File: src/rtl/radix_digit_emitter_defines.svh
// Assertion macros for the radix digit emitter.
// Both macros sample on the rising edge of clock and are disabled while reset is high.
`ifndef RADIX_DIGIT_EMITTER_DEFINES_SVH
`define RADIX_DIGIT_EMITTER_DEFINES_SVH

`ifndef SYNTHESIS
// Same-cycle implication.
`define RDE_ASSERT_NOW(lbl, ante, cons) \
   lbl: assert property (@(posedge clock) disable iff (reset) (ante) |-> (cons)) \
      else $error("assertion failed");
// Next-cycle implication.
`define RDE_ASSERT_NEXT(lbl, ante, cons) \
   lbl: assert property (@(posedge clock) disable iff (reset) (ante) |=> (cons)) \
      else $error("assertion failed");
`else
`define RDE_ASSERT_NOW(lbl, ante, cons)
`define RDE_ASSERT_NEXT(lbl, ante, cons)
`endif

`endif

File: src/rtl/rde_pkg.sv
package rde_pkg;

   localparam int CFG_W     = 64;
   localparam int ALPHA_W   = 2 * CFG_W;
   localparam int CHAR_W    = 8;
   localparam int COUNT_W   = 6;
   localparam int LEN_W     = 5;
   localparam int CSR_IDX_W = 2;
   localparam int NUM_W     = 32;
   // Quotient bits that the shared divider resolves per cycle.
   localparam int STEP_BITS = 4;

   typedef logic [CSR_IDX_W-1:0] csr_index_type;
   typedef logic [CHAR_W-1:0]    char_type;

   localparam csr_index_type CSR_ALPHA_LO = 2'd0;
   localparam csr_index_type CSR_ALPHA_HI = 2'd1;
   localparam csr_index_type CSR_BASE_LEN = 2'd2;

   localparam char_type CHAR_NUL   = 8'h00;
   localparam char_type CHAR_PLUS  = 8'h2B;
   localparam char_type CHAR_MINUS = 8'h2D;

   localparam logic [LEN_W-1:0] MIN_RADIX = 5'd2;

endpackage

File: src/rtl/radix_digit_emitter.sv
// The first character is presented once the division of every digit and the alphabet
// check have both finished and the digit memory has been read (ST_EMIT_RD, ST_EMIT_LD).
// Throughput: one character per cycle once emission starts, while the output is not stalled;
// a new number is taken the cycle after its last character enters the output register.
// The divider resolves four quotient bits per cycle.
// Reset (synchronous, active high) clears the alphabet, radix, state, flags and output valid.
`include "radix_digit_emitter_defines.svh"

module radix_digit_emitter #(
   parameter int MAX_RADIX   = 16,
   parameter int NUMBER_BITS = 32
) (
   input  logic                          clock,
   input  logic                          reset,
   // Input channel
   input  logic                          req_valid,
   output logic                          req_stall,
   input  logic [rde_pkg::NUM_W-1:0]     req_number,
   // Result channel
   output logic                          rsp_valid,
   input  logic                          rsp_stall,
   output logic [rde_pkg::CHAR_W-1:0]    rsp_digit_char,
   output logic                          rsp_last,
   output logic                          rsp_bad_base,
   output logic [rde_pkg::COUNT_W-1:0]   rsp_char_count,
   // Configuration write channel
   input  logic                          csr_valid,
   output logic                          csr_ready,
   input  rde_pkg::csr_index_type        csr_index,
   input  logic [rde_pkg::CFG_W-1:0]     csr_data
);

   // Remainders fit in REM_W bits; the radix itself needs one bit more.
   localparam int REM_W  = $clog2(MAX_RADIX);
   localparam int RAD_W  = REM_W + 1;
   localparam int SYM_N  = 2 ** REM_W;
   localparam int STEPS  = (NUMBER_BITS + rde_pkg::STEP_BITS - 1) / rde_pkg::STEP_BITS;
   localparam int PAD_W  = STEPS * rde_pkg::STEP_BITS;
   localparam int STP_W  = $clog2(STEPS);
   localparam int CNT_W  = $clog2(NUMBER_BITS + 1);
   localparam int ADDR_W = $clog2(NUMBER_BITS);

   // Sequencer states.
   localparam logic [2:0] ST_IDLE    = 3'd0;  // waiting for a number
   localparam logic [2:0] ST_DIV     = 3'd1;  // dividing and checking the alphabet
   localparam logic [2:0] ST_EMIT_RD = 3'd2;  // first read of the digit memory
   localparam logic [2:0] ST_EMIT_LD = 3'd3;  // one character per free output slot
   localparam logic [2:0] ST_BAD     = 3'd4;  // single bad-base result

   // Configuration registers.
   logic [rde_pkg::CFG_W-1:0] alpha_lo_ff;
   logic [rde_pkg::CFG_W-1:0] alpha_hi_ff;
   logic [rde_pkg::LEN_W-1:0] base_len_ff;

   always_ff @(posedge clock) begin
      if (reset) begin
         alpha_lo_ff <= '0;
         alpha_hi_ff <= '0;
         base_len_ff <= '0;
      end else if (csr_valid) begin
         case (csr_index)
            rde_pkg::CSR_ALPHA_LO: alpha_lo_ff <= csr_data;
            rde_pkg::CSR_ALPHA_HI: alpha_hi_ff <= csr_data;
            rde_pkg::CSR_BASE_LEN: base_len_ff <= csr_data[rde_pkg::LEN_W-1:0];
            default: ;
         endcase
      end
   end

   assign csr_ready = 1'b1;

   // Alphabet unpacked into one character per digit value.
   logic [rde_pkg::ALPHA_W-1:0] alpha;
   rde_pkg::char_type           sym [SYM_N];

   assign alpha = {alpha_hi_ff, alpha_lo_ff};

   always_comb begin
      for (int k = 0; k < SYM_N; k++) begin
         sym[k] = alpha[8*k +: 8];
      end
   end

   // Sequencer and datapath registers.
   logic [2:0]        state_ff,    state_in;
   logic [PAD_W-1:0]  quo_ff,      quo_in;
   logic [REM_W-1:0]  rem_ff,      rem_in;
   logic [STP_W-1:0]  stp_ff,      stp_in;
   logic [CNT_W-1:0]  cnt_ff,      cnt_in;
   logic [REM_W-1:0]  chk_ff,      chk_in;
   logic              chk_done_ff, chk_done_in;
   logic              div_done_ff, div_done_in;
   logic              bad_ff,      bad_in;
   logic [ADDR_W-1:0] ptr_ff,      ptr_in;
   logic [REM_W-1:0]  rd_data_ff;

   // Output register.
   logic                        rsp_valid_ff, rsp_valid_in;
   rde_pkg::char_type           rsp_char_ff,  rsp_char_in;
   logic                        rsp_last_ff,  rsp_last_in;
   logic                        rsp_bad_ff,   rsp_bad_in;
   logic [rde_pkg::COUNT_W-1:0] rsp_count_ff, rsp_count_in;

   // The digit memory holds the remainders of the current number, least significant
   // digit at address zero.
   logic [REM_W-1:0]  digit_mem_ff [NUMBER_BITS];
   logic              wr_en;
   logic [ADDR_W-1:0] wr_addr;
   logic [ADDR_W-1:0] rd_addr;
   logic [REM_W-1:0]  rem_new;

   always_ff @(posedge clock) begin
      if (wr_en) begin
         digit_mem_ff[wr_addr] <= rem_new;
      end
      rd_data_ff <= digit_mem_ff[rd_addr];
   end

   // Shared divider: restoring division by the radix, STEP_BITS quotient bits per cycle.
   // The dividend shifts out at the top while quotient bits shift in at the bottom.
   logic [RAD_W-1:0] radix;
   logic [PAD_W-1:0] quo_new;

   assign radix = base_len_ff[RAD_W-1:0];

   always_comb begin
      logic [REM_W-1:0] r;
      logic [PAD_W-1:0] q;
      logic [RAD_W-1:0] p;
      logic             ge;
      r = rem_ff;
      q = quo_ff;
      for (int i = 0; i < rde_pkg::STEP_BITS; i++) begin
         p  = {r, q[PAD_W-1]};
         ge = (p >= radix);
         if (ge) begin
            r = REM_W'(p - radix);
         end else begin
            r = p[REM_W-1:0];
         end
         q = {q[PAD_W-2:0], ge};
      end
      rem_new = r;
      quo_new = q;
   end

   // Alphabet check: one character per cycle against a sign, a zero byte and every lower-numbered character.
   logic              len_bad;
   logic              chk_bad;
   rde_pkg::char_type chk_char;

   assign len_bad = (base_len_ff < rde_pkg::MIN_RADIX) ||
                    (base_len_ff > rde_pkg::LEN_W'(MAX_RADIX));
   assign chk_char = sym[chk_ff];

   always_comb begin
      logic dup;
      logic in_use;
      dup    = 1'b0;
      in_use = (rde_pkg::LEN_W'(chk_ff) < base_len_ff);
      for (int b = 0; b < MAX_RADIX; b++) begin
         if ((REM_W'(b) < chk_ff) && (sym[b] == chk_char)) begin
            dup = 1'b1;
         end
      end
      chk_bad = in_use && ((chk_char == rde_pkg::CHAR_NUL) ||
                           (chk_char == rde_pkg::CHAR_PLUS) ||
                           (chk_char == rde_pkg::CHAR_MINUS) || dup);
   end

   logic out_free;
   logic digit_end;

   assign out_free  = !rsp_valid_ff || !rsp_stall;
   assign digit_end = (stp_ff == STP_W'(STEPS - 1));
   assign wr_addr   = cnt_ff[ADDR_W-1:0];
   assign req_stall = (state_ff != ST_IDLE);

   always_comb begin
      state_in     = state_ff;
      quo_in       = quo_ff;
      rem_in       = rem_ff;
      stp_in       = stp_ff;
      cnt_in       = cnt_ff;
      chk_in       = chk_ff;
      chk_done_in  = chk_done_ff;
      div_done_in  = div_done_ff;
      bad_in       = bad_ff;
      ptr_in       = ptr_ff;
      rd_addr      = ptr_ff;
      wr_en        = 1'b0;
      rsp_valid_in = rsp_valid_ff && rsp_stall;
      rsp_char_in  = rsp_char_ff;
      rsp_last_in  = rsp_last_ff;
      rsp_bad_in   = rsp_bad_ff;
      rsp_count_in = rsp_count_ff;

      case (state_ff)
         ST_IDLE: begin
            if (req_valid) begin
               state_in    = ST_DIV;
               quo_in      = PAD_W'(req_number[NUMBER_BITS-1:0]);
               rem_in      = '0;
               stp_in      = '0;
               cnt_in      = '0;
               chk_in      = '0;
               chk_done_in = 1'b0;
               div_done_in = 1'b0;
               bad_in      = len_bad;
            end
         end

         ST_DIV: begin
            if (!div_done_ff) begin
               quo_in = quo_new;
               if (digit_end) begin
                  // One digit finished: store it and restart on the quotient.
                  wr_en  = 1'b1;
                  rem_in = '0;
                  stp_in = '0;
                  cnt_in = cnt_ff + 1'b1;
                  if ((quo_new == '0) || (cnt_ff == CNT_W'(NUMBER_BITS - 1))) begin
                     div_done_in = 1'b1;
                  end
               end else begin
                  rem_in = rem_new;
                  stp_in = stp_ff + 1'b1;
               end
            end
            if (!chk_done_ff) begin
               bad_in = bad_ff || chk_bad;
               if (chk_ff == REM_W'(MAX_RADIX - 1)) begin
                  chk_done_in = 1'b1;
               end else begin
                  chk_in = chk_ff + 1'b1;
               end
            end
            if (div_done_ff && chk_done_ff) begin
               if (bad_ff) begin
                  state_in = ST_BAD;
               end else begin
                  state_in = ST_EMIT_RD;
                  ptr_in   = ADDR_W'(cnt_ff - 1'b1);
               end
            end
         end

         ST_EMIT_RD: begin
            state_in = ST_EMIT_LD;
         end

         ST_EMIT_LD: begin
            // The read register holds the digit at ptr; emit it, most significant first,
            // and fetch the next one in the same cycle.
            if (out_free) begin
               rsp_valid_in = 1'b1;
               rsp_char_in  = sym[rd_data_ff];
               rsp_last_in  = (ptr_ff == '0);
               rsp_bad_in   = 1'b0;
               rsp_count_in = (ptr_ff == '0) ? rde_pkg::COUNT_W'(cnt_ff) : '0;
               if (ptr_ff == '0) begin
                  state_in = ST_IDLE;
               end else begin
                  ptr_in  = ptr_ff - 1'b1;
                  rd_addr = ptr_ff - 1'b1;
               end
            end
         end

         ST_BAD: begin
            if (out_free) begin
               rsp_valid_in = 1'b1;
               rsp_char_in  = rde_pkg::CHAR_NUL;
               rsp_last_in  = 1'b1;
               rsp_bad_in   = 1'b1;
               rsp_count_in = '0;
               state_in     = ST_IDLE;
            end
         end

         default: begin
            state_in = ST_IDLE;
         end
      endcase
   end

   always_ff @(posedge clock) begin
      if (reset) begin
         state_ff     <= ST_IDLE;
         chk_done_ff  <= 1'b0;
         div_done_ff  <= 1'b0;
         bad_ff       <= 1'b0;
         cnt_ff       <= '0;
         rsp_valid_ff <= 1'b0;
      end else begin
         state_ff     <= state_in;
         chk_done_ff  <= chk_done_in;
         div_done_ff  <= div_done_in;
         bad_ff       <= bad_in;
         cnt_ff       <= cnt_in;
         rsp_valid_ff <= rsp_valid_in;
      end
   end

   always_ff @(posedge clock) begin
      quo_ff       <= quo_in;
      rem_ff       <= rem_in;
      stp_ff       <= stp_in;
      chk_ff       <= chk_in;
      ptr_ff       <= ptr_in;
      rsp_char_ff  <= rsp_char_in;
      rsp_last_ff  <= rsp_last_in;
      rsp_bad_ff   <= rsp_bad_in;
      rsp_count_ff <= rsp_count_in;
   end

   assign rsp_valid      = rsp_valid_ff;
   assign rsp_digit_char = rsp_char_ff;
   assign rsp_last       = rsp_last_ff;
   assign rsp_bad_base   = rsp_bad_ff;
   assign rsp_char_count = rsp_count_ff;

   // A bad-base result is the sole, final item and carries no character or count.
   `RDE_ASSERT_NOW(a_bad_item_shape, rsp_valid && rsp_bad_base, rsp_last && (rsp_char_count == '0) && (rsp_digit_char == rde_pkg::CHAR_NUL))
   // Only the last item of a number carries a character count.
   `RDE_ASSERT_NOW(a_count_on_last, rsp_valid && !rsp_last, rsp_char_count == '0)
   // During emission the read pointer stays inside the digits of this number.
   `RDE_ASSERT_NOW(a_ptr_in_range, state_ff == ST_EMIT_LD, (cnt_ff != '0) && (CNT_W'(ptr_ff) < cnt_ff))
   // Loading the least significant digit ends the number and frees the input side.
   `RDE_ASSERT_NEXT(a_last_ends_item, (state_ff == ST_EMIT_LD) && out_free && (ptr_ff == '0), rsp_valid && rsp_last && (state_ff == ST_IDLE))

endmodule

File: config.mk
export PLATFORM = sky130hd
export DESIGN_NAME = radix_digit_emitter
export DESIGN_NICKNAME = d
export VERILOG_FILES = /design/src/rtl/rde_pkg.sv /design/src/rtl/radix_digit_emitter.sv
export VERILOG_INCLUDE_DIRS = /design/src /design/src/rtl
export SDC_FILE = /design/constraint.sdc
export NUM_CORES = 1
export LEC_CHECK = 0
export BUFFER_PORTS_ARGS = -buffer_cell sky130_fd_sc_hd__buf_4
export CAP_MARGIN = 20
export CORE_ASPECT_RATIO = 1.2
export CORE_MARGIN = 10
export CORE_UTILIZATION = 60
export DETAILED_ROUTE_END_ITERATION = 16
export PLACE_DENSITY = 0.83
export SYNTH_ARGS = -nofsm -noshare
export SYNTH_HDL_FRONTEND = slang
export SYNTH_SLANG_ARGS = --single-unit
export TNS_END_PERCENT = 1
File: constraint.sdc
create_clock -name clock -period 19.7 [get_ports clock]
set_input_delay 2.955 -clock clock [delete_from_list [all_inputs] [get_ports clock]]
set_output_delay 2.955 -clock clock [all_outputs]
set_load 0.01 [all_outputs]
==> results of run 1 <==
## power groups by stage
stage,Combinational (mW),Clock [mW],Sequential [mW]
2_1_floorplan,1.02,0,1.40
3_3_place_gp,1.35,0,1.43
3_5_place_dp,1.45,0,1.43
4_1_cts,1.46,0.660,1.41
5_1_grt,1.63,0.687,1.42
6_report,1.48,0.653,1.41
## worst max-delay path: cells and delay by family, from the launching register on
| family | cells | cell delay, ns |
|---|---|---|
| buffers and inverters | 3 | 0.39 |
| adders and majority gates | 4 | 1.14 |
| DFF | 1 | 0.46 |
| muxes | 2 | 0.71 |
| AOI/OAI and AO/OA | 16 | 4.07 |
| and+or+nand+nor | 7 | 0.96 |
## registers in the layout, indices dropped and copies added (netlist names)
name and count:
digit_mem_ff 128, alpha_hi_ff 64, alpha_lo_ff 64, quo_ff 32
rsp_digit_char 8, cnt_ff 6, rsp_char_count 6, base_len_ff 5
ptr_ff 5, chk_ff 4, rd_data_ff 4, rem_ff 4
state_ff 3, stp_ff 3, bad_ff 1, chk_done_ff 1
div_done_ff 1, rsp_bad_base 1, rsp_last 1, rsp_valid 1
## worst paths after layout
path                        start                   to
hold reg to reg   alpha_hi_ff[60]      alpha_hi_ff[60]
setup reg to reg   base_len_ff[1]  digit_mem_ff[14][3]
hold / removal    alpha_hi_ff[60]      alpha_hi_ff[60]
setup / recovery   base_len_ff[1]  digit_mem_ff[14][3]
## cell families after synthesis
kind of cell | after synthesis
buffers and inverters | 139
multiplexers | 183
adder cells (fa/ha/maj) | 37
XOR/XNOR | 130
flip-flops | 342
other | 1
AND/OR/NAND/NOR | 652
AO/OA/AOI/OAI | 301
## per-layer routing
metal  track usage (%)  part of all wire (%)  routed length, um
met1              31.3                    36              19500
met2              47.4                    52              28000
met3              4.05                   7.1               3820
met4              12.1                   4.9               2660
met5                 0                     0                  0
## final cells by class
cell class / count / area [um2]
tap: 401 / 502
multi-input combinational: 1304 / 9550
fill: 2326 / 10100
clock inverter: 13 / 155
sequential: 342 / 8770
inverter: 26 / 97.6
timing repair buffer: 142 / 1090
clock buffer: 49 / 967
## cell usage after synthesis (16+ instances only)
library cell | instances | area [um2]
ha_1 | 33 | 413
nor3_1 | 16 | 80.1
o21ai_0 | 28 | 140
dfxtp_1 | 150 | 3000
inv_1 | 25 | 93.8
edfxtp_1 | 192 | 5770
nand2_1 | 392 | 1470
mux2i_1 | 71 | 711
and3_1 | 18 | 113
xor2_1 | 65 | 569
buf_1 | 17 | 63.8
xnor2_1 | 65 | 569
a21oi_1 | 171 | 856
mux4_2 | 90 | 2030
nand3_1 | 17 | 85.1
and2_1 | 18 | 113
clkbuf_1 | 68 | 255
nor2_1 | 87 | 327
nor4_1 | 18 | 113
## stage by stage
step | utilization (%) | area, um2 | worst slack [ns] | cells
3_3_place_gp | 63.9 | 20000 | 11.83 | 2213
3_5_place_dp | 64.0 | 20000 | 11.65 | 2215
6_report | 67.6 | 21100 | 11.60 | 2277
4_1_cts | 67.6 | 21100 | 11.60 | 2277
5_1_grt | 67.6 | 21100 | 10.93 | 2277
2_1_floorplan | - | 19000 | 12.11 | 1785
==> impl_metrics.toml, run 1 <==
[synthesis]
ys.flop_type = "edfxtp_1"
synth-edff-count = 192
postSynthAreaPerCell_um2 = 10.6
yosysSeqAreaShare_pct = 46.2
synth_fa_ha_area_share_pct = 2.60
synth_compound_area_share_pct = 9.80
synthArstFlopShare_pct = 0
synthMuxAreaShare_pct = 16.3
syn_area_mm2 = 0.0190
synthXorXnorAreaFrac_pct = 6.00
ys_ff_latch = 342
yosys_warnings = 0
synthSimpleGateAreaFrac_pct = 15.4
synth_top_family_by_area = "multiplexers"
postSynthCellCount = 1785
synth.distinct_cells = 95
syn_nets = 1925

[critical_path]
reg2reg_slack_ns = 11.60
end_kind = "flop"
cpMostUsedCell = "a21o_1"
max_stage_delay_ns = 0.83
reg2reg_depth = 32
arrival_ns = 8.28
worstPathRequired_ns = 19.88
path_max_fanout = 32
critPathLaunchType = "flop"
critical_path_class = "flop to flop"
critPathSlowestCell = "o21a_1"

[finish]
drive_gt1_share_pct = 18.4
layout_commonest_cell = "nand2_1"
nets = 1990
layout_common_cells = "nand2_1 (392), edfxtp_1 (192), a21oi_1 (169), dfxtp_1 (149), buf_4 (140)"
diodes = 0
area_growth_pct = 11.4

[sta]
rsz0062_at_grt = "no"
worstMarginPinSlew_ns = 1.06
min_period_ns = 8.10
post-route-period-util_pct = 41.1
hold_viol_final = 0
clock.fmax_mhz = 123
maxSlewViolCount = 0
setup_viol = 0
holdWs_ns = 0.480
fin_skew_ns = 0.0194
relSlewSlack_pct = 29.4
setup_tns_ns = 0

[global_route]
grt-ovfl-total = 0
grt_util_all_layers_pct = 26.8
grt_pass1_wl_mm = 83.2
grt_antenna_before_repair = 0
grt_start_max_net_pins = 81
grt_pass1_vias = 14500

[power_and_ir_drop]
p_sw_share_pct = 38.0
internal-power_mw = 2.20
ir_drop_v = 0.000328
total_power_mw = 3.55
pwr-share-clk_pct = 18.4
p_seq_share_pct = 39.8
p_leak_nw = 7.71
power_frac_comb_pct = 41.8
power_switching_mw = 1.35
powerDensity_mw_per_mm2 = 168

[flow_run]
drv_cap = 0

[clocking]
cts_sinks = 342
cts_buffers = 34
cts_tree = "built"
cts_htree_levels = 2
holdBufCountCts = 0
clk_pin_slew_ns = 0.06
root_buffer = "clkbuf_16"
cts.path.max_buffers = 3
post_cts_resized = 0
clock_latency_ns = 0.54
post_cts_buffers = 0

[die]
start_util_pct = 60.7
core_mm2 = 0.0313
die_h_um = 215
die_w_um = 182
row_count = 71
die-area_mm2 = 0.0392
ioPinCount = 122

[detailed_routing]
antenna_left = 0
drc_errors = 0
wl_mm = 54.0
num_vias = 14600
first_iter_violations = 1617
drtPass1Iterations = 5
vias_per_cell = 6.41
wl_per_cell_um = 23.7

[place]
place.gp.congestion = 0.979
io_buffers = 120
dpl.hpwl_mm = 38.1

[worst_hold_path]
hold_depth = 2
hold_path_class = "flop to flop"

[outcome]
outcome = "complete, no violations"
(Power assumes the default switching activity.)
==> run 2, diff against run 1 <==
--- a/config.mk
+++ b/config.mk
@@ -10,9 +10,9 @@
 export CAP_MARGIN = 20
 export CORE_ASPECT_RATIO = 1.2
 export CORE_MARGIN = 10
-export CORE_UTILIZATION = 60
+export CORE_UTILIZATION = 56
 export DETAILED_ROUTE_END_ITERATION = 16
-export PLACE_DENSITY = 0.83
+export PLACE_DENSITY = 0.81
 export SYNTH_ARGS = -nofsm -noshare
 export SYNTH_HDL_FRONTEND = slang
 export SYNTH_SLANG_ARGS = --single-unit
==> constraint.sdc (replaced) <==
create_clock -name clock -period 7.13 [get_ports clock]
set_input_delay 1.0695 -clock clock [delete_from_list [all_inputs] [get_ports clock]]
set_output_delay 1.0695 -clock clock [all_outputs]
set_load 0.01 [all_outputs]
==> impl_metrics.toml, run 2 (synthesis gave the netlist of run 1 again) <==
[outcome]
outcome = "complete, no violations"

[detailed_routing]
drtPass1Iterations = 6
vias_per_cell = 6.24
first_iter_violations = 1505
wl_mm = 54.5
num_vias = 14600
wl_per_cell_um = 23.3
drc_errors = 0
antenna_left = 0

[finish]
nFillCells = 2612
multiInputGateArea_mm2 = 0.00960
layout_commonest_cell = "nand2_1"
final-seq-area_mm2 = 0.00877
layout_common_cells = "nand2_1 (392), edfxtp_1 (192), a21oi_1 (168), buf_4 (152), dfxtp_1 (149)"
top_register = "digit_mem_ff"
drive_gt1_share_pct = 19.2
diodes = 0
nets = 2003
post-route-util_pct = 64.1
instances_no_fill = 2340
area_growth_pct = 12.4
largest_register_ffs = 128
top_regs = "digit_mem_ff x128, alpha_hi_ff x64, alpha_lo_ff x64"

[critical_path]
cpMostUsedCell = "a21o_1"
critical_path_class = "flop to flop"
worstPathRequired_ns = 7.37
critPathSlowestCell = "edfxtp_1"
critPathLaunchType = "flop"
cp_top_family = "compound AO/OA/AOI/OAI gates"
cp_num_buf_inv = 4
max_stage_delay_ns = 0.44
end_kind = "flop"
arrival_ns = 6.97
path_max_fanout = 32

[global_route]
grt-ovfl-total = 0
grt_start_max_net_pins = 79
use_met2_pct = 43.9
met3_usage_pct = 3.82
grt_util_all_layers_pct = 25.4
grt_pass1_vias = 14700
grtUsageMet1_pct = 29.6
grt_pass1_wl_mm = 84.3
top_usage_layer = "met2"
grt_antenna_before_repair = 0

[die]
core_mm2 = 0.0332
row_count = 73
die-area_mm2 = 0.0417
die_h_um = 222
ioPinCount = 122
die_w_um = 188
start_util_pct = 57.1

[power_and_ir_drop]
powerDensity_mw_per_mm2 = 483
p_leak_nw = 7.77
ir_drop_v = 0.000868

[sta]
holdWs_ns = 0.481
setup_viol = 0
min_period_ns = 6.73
relSlewSlack_pct = 33.0
post-route-period-util_pct = 94.4
fin_skew_ns = 0.0279
clock.fmax_mhz = 149
hold_viol_final = 0
fin_ws_ns = 0.398
worstMarginPinSlew_ns = 1.01
rsz0062_at_grt = "no"
maxSlewViolCount = 0

[worst_hold_path]
hold_path_class = "flop to flop"

[flow_run]
drv_cap = 0

[clocking]
clk_pin_slew_ns = 0.06
clock_latency_ns = 0.54
cts.path.max_buffers = 3
cts_buffers = 35
root_buffer = "clkbuf_16"
cts_tree = "built"
holdBufCountCts = 0
cts_htree_levels = 2
cts_sinks = 342
post_cts_buffers = 0

[place]
dpl_worst_slack_ns = -0.0586
dpl.cell_count = 2275
place.gp.congestion = 0.985
io_buffers = 120
dpl.hpwl_mm = 38.3
## run 2: cell count changes in the layout (fill, tap and decap cells not counted), sizes merged
cell      previous run  this run
buf                142       153
bufinv               2         1
clkbuf              49        51
clkinvlp             2         1
a21oi              172       173
clkinv               4         6
## run 2: worst register-to-register path, delay by kind of cell (launching register included)
kind / cells / cell delay, ns
AOI/OAI and AO/OA: 13 / 2.48
adders and majority gates: 4 / 1.09
buffers and inverters: 4 / 0.54
DFF: 1 / 0.44
muxes: 4 / 1.21
and+or+nand+nor: 6 / 0.69
## run 2: through the flow
stage	TNS (ns)	total power, mW	instance area [um2]
finish	0	10.3	21300
global route	0	10.8	21300
CTS	0	10.2	21300
detailed placement	-0.599	8.26	20200
global placement	0	8.00	20100
floorplan	0	6.73	19000
## run 2: power breakdown
part           switching [mW]  internal (mW)
registers               0.111           3.75
clock network           0.773           1.03
logic                    3.10           1.52
total                    3.99           6.31
## run 2: worst paths after layout
| check | from | to | slack (ns) | cells after the start |
|---|---|---|---|---|
| worst min register to register | alpha_hi_ff[59] | alpha_hi_ff[59] | 0.48 | 2 |
| worst min-delay path | alpha_hi_ff[59] | alpha_hi_ff[59] | 0.48 | 2 |
| worst max-delay path | rem_ff[0] | digit_mem_ff[2][1] | 0.40 | 31 |
| worst max register to register | rem_ff[0] | digit_mem_ff[2][1] | 0.40 | 31 |
## run 2: layout make-up
class / instances / area share (%)
inverter: 26 / 0.458
multi-input combinational: 1305 / 45.0
clock buffer: 51 / 4.77
tap: 450 / 2.64
timing repair buffer: 153 / 5.45
clock inverter: 13 / 0.511
sequential: 342 / 41.1
## run 2: routing by layer
layer	vias up	share of wire, %
met1	7060	36
met2	724	50
met4	0	6.2
met5	-	0
met3	191	6.9
li1	6625	-
## run 2: what timing repair did
item	in CTS	in global routing
endpoints found under the setup margin	33	134
pin swaps	1	0
cloned	1	0
gates resized for setup	1	8
==> run 3, diff against run 2 <==
--- a/config.mk
+++ b/config.mk
@@ -8,9 +8,11 @@
 export LEC_CHECK = 0
 export BUFFER_PORTS_ARGS = -buffer_cell sky130_fd_sc_hd__buf_4
 export CAP_MARGIN = 20
+export CELL_PAD_IN_SITES_DETAIL_PLACEMENT = 0
+export CELL_PAD_IN_SITES_GLOBAL_PLACEMENT = 2
 export CORE_ASPECT_RATIO = 1.2
 export CORE_MARGIN = 10
-export CORE_UTILIZATION = 56
+export CORE_UTILIZATION = 37
 export DETAILED_ROUTE_END_ITERATION = 16
 export PLACE_DENSITY = 0.81
 export SYNTH_ARGS = -nofsm -noshare
==> impl_metrics.toml, run 3 (synthesis gave the netlist of run 1 again) <==
[outcome]
outcome = "complete, no violations"

[clocking]
clk_pin_slew_ns = 0.06
cts_htree_levels = 2
clock_latency_ns = 0.56
cts_buffers = 38
cts_tree = "built"
cts_sinks = 342
cts.path.max_buffers = 3
root_buffer = "clkbuf_16"

[die]
start_util_pct = 37.5
row_count = 90
ioPinCount = 122
die-area_mm2 = 0.0608
core_mm2 = 0.0506
die_h_um = 268
die_w_um = 227

[global_route]
grt_util_all_layers_pct = 19.7
grt-ovfl-total = 0
grt_pass1_vias = 14400
grt_antenna_before_repair = 0
grt_start_max_net_pins = 75
grt_pass1_wl_mm = 90.3

[finish]
design_area_mm2 = 0.0216
top_register = "digit_mem_ff"
layout_commonest_cell = "nand2_1"
nFillCells = 4812
diodes = 0
layout_common_cells = "nand2_1 (392), edfxtp_1 (192), a21oi_1 (168), buf_4 (150), dfxtp_1 (149)"
final-seq-area_mm2 = 0.00877
drive_gt1_share_pct = 19.2
largest_register_ffs = 128
area_growth_pct = 14.1
multiInputGateArea_mm2 = 0.00960
top_regs = "digit_mem_ff x128, alpha_hi_ff x64, alpha_lo_ff x64"
nets = 2005

[critical_path]
arrival_ns = 7.01
cpMostUsedCell = "a21o_1"
path_max_fanout = 20
worstPathRequired_ns = 7.43
max_stage_delay_ns = 0.43
reg2reg_depth = 32
critPathLaunchType = "flop"
critical_path_class = "flop to flop"
critPathSlowestCell = "edfxtp_1"
end_kind = "flop"

[power_and_ir_drop]
ir_drop_v = 0.000807
p_leak_nw = 7.81
powerDensity_mw_per_mm2 = 485

[sta]
min_period_ns = 6.71
worstMarginPinSlew_ns = 1.09
maxSlewViolCount = 0
hold_viol_final = 0
fin_skew_ns = 0.0130
clock.fmax_mhz = 149
relSlewSlack_pct = 25.6
post-route-period-util_pct = 94.1
setup_tns_ns = 0
setup_viol = 0
rsz0062_at_grt = "no"

[detailed_routing]
drc_errors = 0
num_vias = 14000
vias_per_cell = 5.52
wl_mm = 60.4
drtPass1Iterations = 5
first_iter_violations = 1229
antenna_left = 0
wl_per_cell_um = 23.8

[place]
place.gp.congestion = 0.897
dpl.hpwl_mm = 43.7
io_buffers = 120
placed_area_mm2 = 0.0204

[flow_run]
drv_cap = 0

[worst_hold_path]
hold_path_class = "flop to flop"
hold_depth = 2
## run 3: metrics by stage
| step | util (%) | setup slack (ns) | hold WS (ns) | power [mW] | std cells |
|---|---|---|---|---|---|
| after floorplan | - | 0.0107 | 0.443 | 6.73 | 1785 |
| after global placement | 40.3 | 0.131 | 0.466 | 8.20 | 2468 |
| after detailed placement | 40.3 | 0.0298 | 0.471 | 8.37 | 2468 |
| after CTS | 42.7 | 0.000693 | 0.481 | 10.3 | 2536 |
| after global routing | 42.8 | 0.0214 | 0.506 | 11.1 | 2537 |
| final | 42.8 | 0.417 | 0.482 | 10.5 | 2537 |
## run 3: worst paths after layout
path	slack, ns	from	to
worst min register to register	0.48	alpha_hi_ff[62]	alpha_hi_ff[62]
worst max-delay path	0.42	rem_ff[0]	digit_mem_ff[17][2]
worst min-delay path	0.48	alpha_hi_ff[62]	alpha_hi_ff[62]
worst max register to register	0.42	rem_ff[0]	digit_mem_ff[17][2]
## run 3: layout make-up
cell class                 instances  area share (%)
multi-input combinational       1305            44.3
sequential                       342            40.5
timing repair buffer             152            5.35
clock buffer                      46            4.68
tap                              644            3.72
clock inverter                    22           0.948
inverter                          26           0.451
## run 3: routing by layer
metal | vias up | wire length (um) | track usage [%]
li1 | 6618 | - | -
met1 | 6874 | 23200 | 22.8
met2 | 406 | 31700 | 35.6
met3 | 103 | 3210 | 3.39
met4 | 0 | 2200 | 7.48
met5 | - | 0 | 0
## run 3: power breakdown
part | internal (mW) | total [mW] | switching [mW]
Clock | 1.13 | 1.94 | 0.811
Sequential | 3.74 | 3.87 | 0.129
Combinational | 1.62 | 4.69 | 3.07
## run 3: critical path, delay by kind of cell, from the launching register on
family	cells	cell delay [ns]
muxes	3	1.06
DFF	1	0.43
buffers and inverters	3	0.32
and+or+nand+nor	7	0.81
adders and majority gates	4	1.06
AOI/OAI and AO/OA	15	2.76
## run 3: timing repair
item,4_1_cts,5_1_grt
gates cloned,0,1
hold buffers,0,0
gates resized for setup,0,12
pin swaps,1,1
buffers inserted,0,0
setup endpoints to repair,1,133
